==> src/rtl/core/segm_pkg.sv <==
`default_nettype none

package segm_pkg;

    // field and state widths
    localparam int unsigned LEN_W  = 32;
    localparam int unsigned SYM_W  = 32;
    localparam int unsigned GAP_W  = 9;
    localparam int unsigned LIM_W  = 8;
    localparam int unsigned DATA_W = 32;
    localparam int unsigned ADDR_W = 4;

    // register reset values
    localparam logic [SYM_W-1:0] MARKER_A_RST  = SYM_W'(0);
    localparam logic [SYM_W-1:0] MARKER_B_RST  = SYM_W'(1);
    localparam logic [LIM_W-1:0] GAP_LIMIT_RST = LIM_W'(20);

    // result queue depth
    localparam int unsigned FIFO_DEPTH = 4;
    localparam int unsigned FIFO_AW    = $clog2(FIFO_DEPTH);

    // register index codes
    typedef enum logic [1:0] {
        REG_MARKER_A  = 2'd0,
        REG_MARKER_B  = 2'd1,
        REG_GAP_LIMIT = 2'd2
    } t_reg_idx;

    // one or two results caused by a single symbol
    typedef struct packed {
        logic             two;
        logic [LEN_W-1:0] len0;
        logic             fin0;
        logic [LEN_W-1:0] len1;
        logic             fin1;
    } t_res_pair;

endpackage

`default_nettype wire

==> src/rtl/core/segm_front.sv <==
`default_nettype none

module segm_front (
    input  wire logic                         i_clk,
    input  wire logic                         i_rst_n,
    // config port
    input  wire logic                         psel,
    input  wire logic                         penable,
    input  wire logic                         pwrite,
    input  wire logic [segm_pkg::ADDR_W-1:0]  paddr,
    input  wire logic [segm_pkg::DATA_W-1:0]  pwdata,
    output logic      [segm_pkg::DATA_W-1:0]  prdata,
    // symbol channel
    input  wire logic                         i_valid,
    input  wire logic [segm_pkg::SYM_W-1:0]   i_symbol,
    input  wire logic                         i_end_of_stream,
    output logic                              o_stall,
    // queue push side
    input  wire logic                         i_q_full,
    output logic                              o_push,
    output segm_pkg::t_res_pair               o_entry
);

    logic [segm_pkg::SYM_W-1:0] r_marker_a;
    logic [segm_pkg::SYM_W-1:0] r_marker_b;
    logic [segm_pkg::LIM_W-1:0] r_gap_limit;

    logic [segm_pkg::LEN_W-1:0] r_len, n_len;
    logic [segm_pkg::GAP_W-1:0] r_gap, n_gap;
    logic                       r_seen, n_seen;

    logic                       accept;
    logic                       cfg_wr;
    segm_pkg::t_reg_idx         reg_idx;
    logic                       is_mk;
    logic [segm_pkg::GAP_W:0]   gap_inc;
    logic [segm_pkg::GAP_W:0]   add_inc;
    logic [segm_pkg::LEN_W:0]   sum;
    logic [segm_pkg::LEN_W-1:0] sat_len;
    logic                       ovf;
    logic                       n_res;
    segm_pkg::t_res_pair        entry;

    assign reg_idx = segm_pkg::t_reg_idx'(paddr[3:2]);
    assign cfg_wr  = psel & penable & pwrite;

    // config registers
    always_ff @(posedge i_clk) begin
        if (!i_rst_n) begin
            r_marker_a  <= segm_pkg::MARKER_A_RST;
            r_marker_b  <= segm_pkg::MARKER_B_RST;
            r_gap_limit <= segm_pkg::GAP_LIMIT_RST;
        end else if (cfg_wr) begin
            case (reg_idx)
                segm_pkg::REG_MARKER_A:  r_marker_a  <= pwdata[segm_pkg::SYM_W-1:0];
                segm_pkg::REG_MARKER_B:  r_marker_b  <= pwdata[segm_pkg::SYM_W-1:0];
                segm_pkg::REG_GAP_LIMIT: r_gap_limit <= pwdata[segm_pkg::LIM_W-1:0];
                default: ;
            endcase
        end
    end

    // register readback
    always_comb begin
        case (reg_idx)
            segm_pkg::REG_MARKER_A:  prdata = segm_pkg::DATA_W'(r_marker_a);
            segm_pkg::REG_MARKER_B:  prdata = segm_pkg::DATA_W'(r_marker_b);
            segm_pkg::REG_GAP_LIMIT: prdata = segm_pkg::DATA_W'(r_gap_limit);
            default:                 prdata = '0;
        endcase
    end

    assign accept  = i_valid & ~i_q_full;
    assign o_stall = i_q_full;

    // marker classification and saturating length add
    assign is_mk   = (i_symbol == r_marker_a) || (i_symbol == r_marker_b);
    assign gap_inc = {1'b0, r_gap} + (segm_pkg::GAP_W+1)'(1);
    assign add_inc = r_seen ? gap_inc : (segm_pkg::GAP_W+1)'(1);
    assign sum     = {1'b0, r_len} + (segm_pkg::LEN_W+1)'(add_inc);
    assign sat_len = sum[segm_pkg::LEN_W] ? '1 : sum[segm_pkg::LEN_W-1:0];

    // block state update and results of this symbol
    always_comb begin
        n_len = r_len;
        n_gap = r_gap;
        n_seen = r_seen;
        ovf = 1'b0;
        n_res = 1'b0;
        entry = '0;

        if (!r_seen) begin
            n_len = sat_len;
            if (is_mk) begin
                n_seen = 1'b1;
                n_gap  = '0;
            end
        end else if (is_mk) begin
            n_len = sat_len;
            n_gap = '0;
        end else if (gap_inc > (segm_pkg::GAP_W+1)'(r_gap_limit)) begin
            // gap too long: close block, gap symbols open the next one
            ovf    = 1'b1;
            n_len  = segm_pkg::LEN_W'(gap_inc);
            n_gap  = '0;
            n_seen = 1'b0;
        end else begin
            n_gap = gap_inc[segm_pkg::GAP_W-1:0];
        end

        if (ovf) begin
            n_res      = 1'b1;
            entry.len0 = r_len;
            entry.fin0 = 1'b0;
            if (i_end_of_stream) begin
                entry.two  = 1'b1;
                entry.len1 = n_len;
                entry.fin1 = 1'b1;
            end
        end else if (i_end_of_stream) begin
            n_res = 1'b1;
            if (n_seen && (n_gap != '0)) begin
                entry.two  = 1'b1;
                entry.len0 = n_len;
                entry.fin0 = 1'b0;
                entry.len1 = segm_pkg::LEN_W'(n_gap);
                entry.fin1 = 1'b1;
            end else begin
                entry.len0 = n_len;
                entry.fin0 = 1'b1;
            end
        end

        // stream ends: start over
        if (i_end_of_stream) begin
            n_len  = '0;
            n_gap  = '0;
            n_seen = 1'b0;
        end
    end

    // block state
    always_ff @(posedge i_clk) begin
        if (!i_rst_n) begin
            r_len  <= '0;
            r_gap  <= '0;
            r_seen <= 1'b0;
        end else if (accept) begin
            r_len  <= n_len;
            r_gap  <= n_gap;
            r_seen <= n_seen;
        end
    end

    assign o_push  = accept & n_res;
    assign o_entry = entry;

endmodule

`default_nettype wire

==> src/rtl/core/segm_fifo.sv <==
`default_nettype none

module segm_fifo (
    input  wire logic                i_clk,
    input  wire logic                i_rst_n,
    input  wire logic                i_push,
    input  wire segm_pkg::t_res_pair i_data,
    input  wire logic                i_pop,
    output segm_pkg::t_res_pair      o_data,
    output logic                     o_full,
    output logic                     o_empty
);

    segm_pkg::t_res_pair                r_mem [segm_pkg::FIFO_DEPTH];
    logic [segm_pkg::FIFO_AW-1:0]       r_wr_ptr;
    logic [segm_pkg::FIFO_AW-1:0]       r_rd_ptr;
    logic [segm_pkg::FIFO_AW:0]         r_count;
    logic                               do_pop;

    assign o_full  = (r_count == (segm_pkg::FIFO_AW+1)'(segm_pkg::FIFO_DEPTH));
    assign o_empty = (r_count == '0);
    assign do_pop  = i_pop & ~o_empty;
    assign o_data  = r_mem[r_rd_ptr];

    // storage
    always_ff @(posedge i_clk) begin
        if (i_push) begin
            r_mem[r_wr_ptr] <= i_data;
        end
    end

    // pointers and fill count
    always_ff @(posedge i_clk) begin
        if (!i_rst_n) begin
            r_wr_ptr <= '0;
            r_rd_ptr <= '0;
            r_count  <= '0;
        end else begin
            if (i_push) begin
                r_wr_ptr <= r_wr_ptr + segm_pkg::FIFO_AW'(1);
            end
            if (do_pop) begin
                r_rd_ptr <= r_rd_ptr + segm_pkg::FIFO_AW'(1);
            end
            case ({i_push, do_pop})
                2'b10:   r_count <= r_count + (segm_pkg::FIFO_AW+1)'(1);
                2'b01:   r_count <= r_count - (segm_pkg::FIFO_AW+1)'(1);
                default: r_count <= r_count;
            endcase
        end
    end

endmodule

`default_nettype wire

==> src/rtl/core/segm_back.sv <==
`default_nettype none

module segm_back (
    input  wire logic                       i_clk,
    input  wire logic                       i_rst_n,
    // queue pop side
    input  wire segm_pkg::t_res_pair        i_entry,
    input  wire logic                       i_q_empty,
    output logic                            o_pop,
    // result channel
    output logic                            o_valid,
    input  wire logic                       i_stall,
    output logic [segm_pkg::LEN_W-1:0]      o_blk_len,
    output logic                            o_final_block,
    output logic                            o_last_of_run
);

    logic                       r_valid;
    logic                       r_phase;
    logic [segm_pkg::LEN_W-1:0] r_len;
    logic                       r_fin;
    logic                       r_last;
    logic                       load;

    // output register free or being drained
    assign load  = ~i_q_empty & (~r_valid | ~i_stall);
    assign o_pop = load & (r_phase | ~i_entry.two);

    always_ff @(posedge i_clk) begin
        if (!i_rst_n) begin
            r_valid <= 1'b0;
            r_phase <= 1'b0;
        end else begin
            if (load) begin
                r_valid <= 1'b1;
                r_phase <= ~r_phase & i_entry.two;
            end else if (~i_stall) begin
                r_valid <= 1'b0;
            end
        end
    end

    // result payload
    always_ff @(posedge i_clk) begin
        if (load) begin
            if (r_phase) begin
                r_len  <= i_entry.len1;
                r_fin  <= i_entry.fin1;
                r_last <= 1'b1;
            end else begin
                r_len  <= i_entry.len0;
                r_fin  <= i_entry.fin0;
                r_last <= ~i_entry.two;
            end
        end
    end

    assign o_valid        = r_valid;
    assign o_blk_len      = r_len;
    assign o_final_block  = r_fin;
    assign o_last_of_run  = r_last;

endmodule

`default_nettype wire

==> src/rtl/core/rare_marker_block_segmenter.sv <==
// a result passes through the result queue and the output register; the second result
//   of a pair (stream end with pending gap or gap overflow) follows the first
// throughput: one symbol per cycle unless the input stalls; results leave at one per
//   cycle unless the output stalls
// a 4-entry result queue absorbs output stalls; input stalls only when it is full
// reset: synchronous, active low; clears block state and queue, loads register defaults
`default_nettype none

module rare_marker_block_segmenter (
    input  wire logic                         i_clk,
    input  wire logic                         i_rst_n,
    // config port
    input  wire logic                         psel,
    input  wire logic                         penable,
    input  wire logic                         pwrite,
    input  wire logic [segm_pkg::ADDR_W-1:0]  paddr,
    input  wire logic [segm_pkg::DATA_W-1:0]  pwdata,
    output logic      [segm_pkg::DATA_W-1:0]  prdata,
    output logic                              pready,
    // symbol channel
    input  wire logic                         i_in_valid,
    output logic                              o_in_stall,
    input  wire logic [segm_pkg::SYM_W-1:0]   i_symbol,
    input  wire logic                         i_end_of_stream,
    // result channel
    output logic                              o_out_valid,
    input  wire logic                         i_out_stall,
    output logic [segm_pkg::LEN_W-1:0]        o_blk_len,
    output logic                              o_final_block,
    output logic                              o_last_of_run
);

    logic                q_full;
    logic                q_empty;
    logic                q_push;
    logic                q_pop;
    segm_pkg::t_res_pair q_wdata;
    segm_pkg::t_res_pair q_rdata;

    assign pready = 1'b1;

    // classify symbols and track blocks
    segm_front u_front (
        .i_clk           (i_clk),
        .i_rst_n         (i_rst_n),
        .psel            (psel),
        .penable         (penable),
        .pwrite          (pwrite),
        .paddr           (paddr),
        .pwdata          (pwdata),
        .prdata          (prdata),
        .i_valid         (i_in_valid),
        .i_symbol        (i_symbol),
        .i_end_of_stream (i_end_of_stream),
        .o_stall         (o_in_stall),
        .i_q_full        (q_full),
        .o_push          (q_push),
        .o_entry         (q_wdata)
    );

    // result queue
    segm_fifo u_fifo (
        .i_clk   (i_clk),
        .i_rst_n (i_rst_n),
        .i_push  (q_push),
        .i_data  (q_wdata),
        .i_pop   (q_pop),
        .o_data  (q_rdata),
        .o_full  (q_full),
        .o_empty (q_empty)
    );

    // serialize results to the output
    segm_back u_back (
        .i_clk          (i_clk),
        .i_rst_n        (i_rst_n),
        .i_entry        (q_rdata),
        .i_q_empty      (q_empty),
        .o_pop          (q_pop),
        .o_valid        (o_out_valid),
        .i_stall        (i_out_stall),
        .o_blk_len      (o_blk_len),
        .o_final_block  (o_final_block),
        .o_last_of_run  (o_last_of_run)
    );

endmodule

`default_nettype wire

==> config.mk <==
export PLATFORM = sky130hd
export DESIGN_NAME = rare_marker_block_segmenter
export DESIGN_NICKNAME = d
export VERILOG_FILES = /design/src/rtl/core/segm_pkg.sv /design/src/rtl/core/segm_front.sv /design/src/rtl/core/segm_fifo.sv /design/src/rtl/core/segm_back.sv /design/src/rtl/core/rare_marker_block_segmenter.sv
export SDC_FILE = /design/constraint.sdc
export NUM_CORES = 1
export LEC_CHECK = 0
export BUFFER_PORTS_ARGS = -buffer_cell sky130_fd_sc_hd__clkbuf_2
export CAP_MARGIN = 20
export CORE_UTILIZATION = 30
export DETAILED_ROUTE_END_ITERATION = 10
export SYNTH_ARGS = -nofsm -noshare
export SYNTH_HDL_FRONTEND = slang
export SYNTH_SLANG_ARGS = --single-unit
==> constraint.sdc <==
create_clock -name i_clk -period 13 [get_ports i_clk]
set_input_delay 3.25 -clock i_clk [delete_from_list [all_inputs] [get_ports i_clk]]
set_output_delay 3.25 -clock i_clk [all_outputs]
set_load 0.01 [all_outputs]
=== Word level (Yosys, flattened, before mapping) ===
Memories as Yosys holds them, arrays and structs flattened. A register that Yosys moved wholly into a read port is not among the register bits.
Cells that the tools add are included.

* Register bits after elaboration: 157
* Input bits: 76
* RAM bits: 268
* Word-level logic and storage cells: 92
* Output and inout port bits: 69
* Memories kept: 1

* Add/subtract/negate cells: 6
* $lt $le $gt $ge: 1
* Bitwise logic cells: 16
* Reduce and logical (&&, ||, !) cells: 9
* Muxes and demuxes: 37
* Eq/ne operators: 8

{| class="wikitable"
|+ Memory list
! memory !! words !! width !! read ports !! clocked after memory_dff !! wr ports !! RTL line !! source
|-
| u_fifo.r_mem || 4 || 67 || 1 || 1 || 1 || segm_fifo.sv:14 || <nowiki>segm_pkg::t_res_pair r_mem [segm_pkg::FIFO_DEPTH];</nowiki>
|}

{| class="wikitable"
|+ Operators with widths
! operator !! count
|-
| 2-to-1 mux 32 bit || 6
|-
| 2-to-1 mux 67 bit || 2
|-
| one-hot mux 32 bit (3 select lines) || 1
|-
| == test 32 bit || 2
|-
| 2-to-1 mux 9 bit || 5
|-
| adder 32 x 10 -> 33 bit || 1
|-
| 2-to-1 mux 33 bit || 1
|-
| 2-to-1 mux 10 bit || 2
|-
| 2-to-1 mux 1 bit || 17
|-
| adder 9 x 1 -> 10 bit, second input constant || 1
|-
| greater-than comparator 10 x 8 -> 1 bit || 1
|-
| nonzero test 9 bit || 1
|-
| bitwise AND 1 bit || 8
|-
| inverter 1 bit || 6
|-
| one-hot mux 3 bit (2 select lines) || 1
|-
| AND reduction 2 bit || 3
|-
| adder 2 x 1 -> 2 bit, second input constant || 2
|-
| == test 2 x 1 -> 1 bit, second input constant || 2
|-
| == test 2 bit, second input constant || 2
|-
| 2-to-1 mux 2 bit || 2
|-
| adder 3 x 1 -> 3 bit, second input constant || 1
|-
| == test 3 bit, second input constant || 1
|-
| zero test 3 bit || 1
|-
| subtractor 3 x 1 -> 3 bit, second input constant || 1
|-
| 6 further kinds || 7
|}

=== Depth between registers and ports, before layout ===
* Depth in word-level cells: 10
* Mapped depth: 19
* Gate-level depth less buffers: 17

=== Hierarchy ===
A second synthesis with hierarchy kept.

* Cells, all modules: 1532
* Area total of the unflattened synthesis: 19881.6 µm²

{| class="wikitable"
|+ Modules (own cells, without submodules)
! module !! times used !! area an instance (µm²) !! cells each !! seq. area each (µm²)
|-
| segm_fifo || 1 || 10166.0 || 399 || 8227.9
|-
| segm_front || 1 || 8071.5 || 1050 || 2282.2
|-
| segm_back || 1 || 1632.8 || 81 || 1061.0
|-
| rare_marker_block_segmenter || 1 || 11.3 || 2 || 0.0
|}

=== Least setup slack after synthesis ===
Ideal clock, no wire load.

* Kind: input port to output port
* Start: input port paddr[2] in the netlist's numbering
* End: output port prdata[0] in the netlist's numbering
* Stages on the path: 4
* Required time: 9750 ps
* Path slack: 5315 ps
* Buffers on the path: 2
* Data arrival time: 4435 ps
* Cell sequence: clkbuf_1 > clkbuf_1 > mux2i_1 > o21ai_0

* Longest elaborated chain between the ends: 2
* Elaborated cells between the ends (all ways): 4
* Those cells by class: 2 x eq/ne; 1 x mux; 1 x reduce/logical

{| class="wikitable"
|+ RTL lines
! element !! RTL line !! source
|-
| start, declared || rare_marker_block_segmenter.sv:16 || <nowiki>input wire logic [segm_pkg::ADDR_W-1:0] paddr,</nowiki>
|-
| == test 2 bit, or another cell as far along || segm_front.sv:65 || <nowiki>case (reg_idx)</nowiki>
|-
| one-hot mux 32 bit (3 select lines) * || segm_front.sv:65 ||
|-
| end, declared || rare_marker_block_segmenter.sv:18 || <nowiki>output logic [segm_pkg::DATA_W-1:0] prdata,</nowiki>
|}

Mark *: on every way between the ends. The rest lies on a longest branch, timed or not.

=== Final worst setup path ===
* Start: input port paddr[3] in the netlist's numbering
* End: output port prdata[2] in the netlist's numbering

The elaborated chain is that of the path after synthesis.

==> flow_summary.json <==
{
  "status": "completed",
  "io_buffers": 141,
  "min_from": "u_back.o_valid$_SDFFE_PN0P_",
  "syn_inst": 1573,
  "fp-row-count": 92,
  "drtIter0Drc": 942,
  "synth.area.top_cells": "edfxtp_1 (47%), dfxtp_1 (13%), mux4_2 (7.7%), nand2_1 (5.7%), xor2_1 (3.2%)",
  "drv_slew": 0,
  "drive_gt1_share_pct": 18.3,
  "synth_top_flop_cell": "edfxtp_1",
  "worstPathCellList": "clkbuf_2 -> nor2b_1 -> nand2_1 -> o21ai_0 -> clkbuf_2",
  "clock_latency_ps": 590,
  "drt-met1-wl_mm": 21.5,
  "power_frac_clock_pct": 37.5,
  "fillers": 6216,
  "path_clk_slew_ps": 60,
  "cp-end-kind": "primary output",
  "multi_input_area_um2": 7550,
  "die_height_um": 255,
  "combPwrFrac_pct": 15.1,
  "regArea_um2": 11500,
  "totalWireLength_mm": 49.8,
  "p_seq_share_pct": 47.4,
  "post-route-period-util_pct": 62.6,
  "cts_max_level": 2,
  "async_flop_share_pct": 0,
  "maxUsedRoutingLayer": "met5",
  "p_sw_share_pct": 26.5,
  "io_pins": 145,
  "final_nets": 1887,
  "cts.repair.resized": 0,
  "tightestPinTransition_ps": 1030,
  "area_growth_pct": 17.6,
  "fin_util_pct": 35.7,
  "place_hpwl_mm": 32.4,
  "post_synth.cell_area_avg_um2": 12.2,
  "avgViaCountPerCell": 4.91,
  "slew_headroom_pct": 29.3,
  "post_cts_buffers": 0,
  "critPathMaxFanout": 37,
  "drc": 0,
  "track_usage_pct": 15.3,
  "gp_congestion": 0.884,
  "start_util_pct": 30.4,
  "cts_buffers": 44,
  "synth_cell_types": 78,
  "slowest_delay_ps": 640,
  "core_area_um2": 63200,
  "max_freq_ghz": 0.123,
  "grt_antenna_before_repair": 2,
  "min_path_type": "reg2reg",
  "synth_top_area_share_pct": 46.6,
  "rsz0062_at_grt": "no",
  "worst_ep_required_time_ps": 9750,
  "grt_pass1_vias": 13158,
  "cts_tree": "built",
  "wire_per_inst_um": 18.7,
  "hold_viol": 0,
  "cap_violations": 0,
  "ir_drop_mv": 0.0820,
  "arrival_ps": 4890,
  "synth_seq_cells": 423,
  "p_int_w": 0.00252,
  "vias": 13097,
  "grt_pass1_wl_mm": 76.3,
  "startpoint": "paddr[3]",
  "synth_edf_count": 298,
  "synth_top_area_cell": "edfxtp_1",
  "critPathSlowestCell": "clkbuf_2",
  "grt_max_degree": 81,
  "crit_type": "in2out",
  "cpMostUsedCell": "clkbuf_2",
  "cp-start-kind": "primary input",
  "dieArea_um2": 65000,
  "setup-tns-final_ps": 0,
  "die_w_um": 255,
  "yosysWarningCount": 0,
  "syn_area_um2": 19200,
  "p_per_area_nw_per_um2": 152,
  "cts_hold_buffers": 0,
  "ant_nets": 0,
  "cts.sinks": 423,
  "wl_met2_mm": 24.2,
  "min_period_ps": 8140,
  "wl_met3_mm": 3.11,
  "skew_ps": 29.5,
  "setup_viol": 0,
  "p_leak_nw": 8.23,
  "root_buffer": "clkbuf_16",
  "cts_buffer_depth": 3,
  "ys_seq_area_share_pct": 59.7,
  "power_switching_w": 0.000907,
  "reg2reg_from": "u_front.r_gap[2]$_SDFFE_PN0P_",
  "drt-pass1-iter-count": 7,
  "overflow": 0
}
cell families after synthesis:
| group | count (synthesis) | synth area share (%) |
|---|---|---|
| xor gates and xnor gates | 84 | 3.83 |
| AOI/OAI and AO/OA | 288 | 9.83 |
| muxes | 116 | 10.4 |
| adders and majority gates | 26 | 1.77 |
| DFF | 423 | 59.7 |
| and+or+nand+nor | 510 | 11.7 |
| buffers and inverters | 124 | 2.76 |
| other | 2 | 0.0391 |
layout by cell type, fill, tap and decap left out, types with 6 or more instances in the layout:
master       n
edfxtp_1   298
xnor2_1     13
a21oi_1    121
a22o_1      15
ha_1        24
o21a_1       8
mux2i_1     48
buf_4       23
a21o_1       8
o211ai_1     6
mux4_2      66
and2_1      13
clkinv_1     9
nand2_1    290
o21bai_1     6
xor2_1      71
dfxtp_1    123
clkbuf_8     6
nor3_1      24
o21ai_0     37
conb_1      89
nor4_1      19
a211oi_1     8
nand3_1     25
o22ai_1      8
clkbuf_2   141
a31oi_1      8
nor2_1      81
nand4_1     11
inv_1       36
clkbuf_16   45
clkbuf_1    13
and3_1      11
metal layers:
layer / vias up / global-route usage (%)
met1: 6467 / 19.9
met3: 72 / 2.97
met2: 417 / 25.9
met5: - / 0
met4: 2 / 4.23
li1: 6139 / -
cell usage after synthesis (4+ instances only):
cell type	count
a31o_2	4
nor3_1	26
a21oi_1	121
xor2_1	71
clkbuf_1	58
edfxtp_1	298
a21o_1	8
buf_2	10
nor2b_1	4
dfxtp_1	125
a211oi_1	8
and2_1	17
buf_1	8
and3_1	11
buf_6	4
mux4_2	66
nand4_1	11
buf_4	6
o22ai_1	8
a22o_1	15
o221a_2	5
o21bai_1	6
nor2_1	81
o211ai_1	6
a2111oi_0	4
mux2i_1	48
or3_1	5
nor4_1	19
o31ai_1	5
xnor2_1	13
nand2_1	290
a311oi_1	4
o21ai_0	37
a31oi_1	8
ha_1	24
o2bb2a_1	4
inv_1	36
nand3_1	25
o21a_1	8
final timing paths:
check                           slack (ps)  cells past startpoint                             end
worst max-delay path                  4860                      5                       prdata[2]
worst min-delay path                   470                      2     u_back.o_valid$_SDFFE_PN0P_
worst max register to register        7680                     18  u_fifo.r_count[2]$_SDFFE_PN0P_
worst min register to register         470                      2     u_back.o_valid$_SDFFE_PN0P_
flip-flops by register name, summed over array words and instances (netlist names), 2 cells and up, named ones only:
register,count
u_fifo.r_mem,264
u_back.o_blk_len,32
u_fifo.r_wr_ptr,2
u_front.r_gap_limit,8
u_front.r_len,32
u_front.r_gap,9
u_front.r_marker_a,32
u_front.r_marker_b,32
u_fifo.r_count,3
u_fifo.r_rd_ptr,2
stage by stage:
step / instances / hold WS [ps] / power (W) / cell area, um2 / setup slack [ps]
final: 2668 / 473 / 0.00343 / 22600 / 4860
after global routing: 2667 / 505 / 0.00359 / 22600 / 4700
after CTS: 2666 / 478 / 0.00348 / 22600 / 4850
after detailed placement: 2584 / 469 / 0.00219 / 21100 / 4860
after global placement: 2584 / 462 / 0.00218 / 21100 / 4840
after floorplan: 1660 / 453 / 0.00197 / 19500 / 5310
power by group through the flow:
stage / registers (W) / clock network (W) / logic (W)
2_1_floorplan: 0.00167 / 0 / 0.000300
3_3_place_gp: 0.00165 / 0 / 0.000525
3_5_place_dp: 0.00166 / 0 / 0.000531
4_1_cts: 0.00163 / 0.00132 / 0.000533
5_1_grt: 0.00164 / 0.00137 / 0.000577
6_report: 0.00162 / 0.00129 / 0.000518
critical path: cells and delay by family:
family | cells | cell delay, ps
and+or+nand+nor | 2 | 650
buffers and inverters | 2 | 830
AOI/OAI and AO/OA | 1 | 140
cell type report:
| class | instances | area share (%) |
|---|---|---|
| Sequential cell | 423 | 50.8 |
| Multi-Input combinational cell | 1113 | 33.5 |
| Clock buffer | 64 | 5.57 |
| Tap cell | 846 | 4.69 |
| Timing Repair Buffer | 165 | 3.95 |
| Clock inverter | 18 | 0.948 |
| Inverter | 38 | 0.632 |
| Antenna cell | 1 | 0.0111 |
No activity file was read; power rests on OpenSTA's default activity.
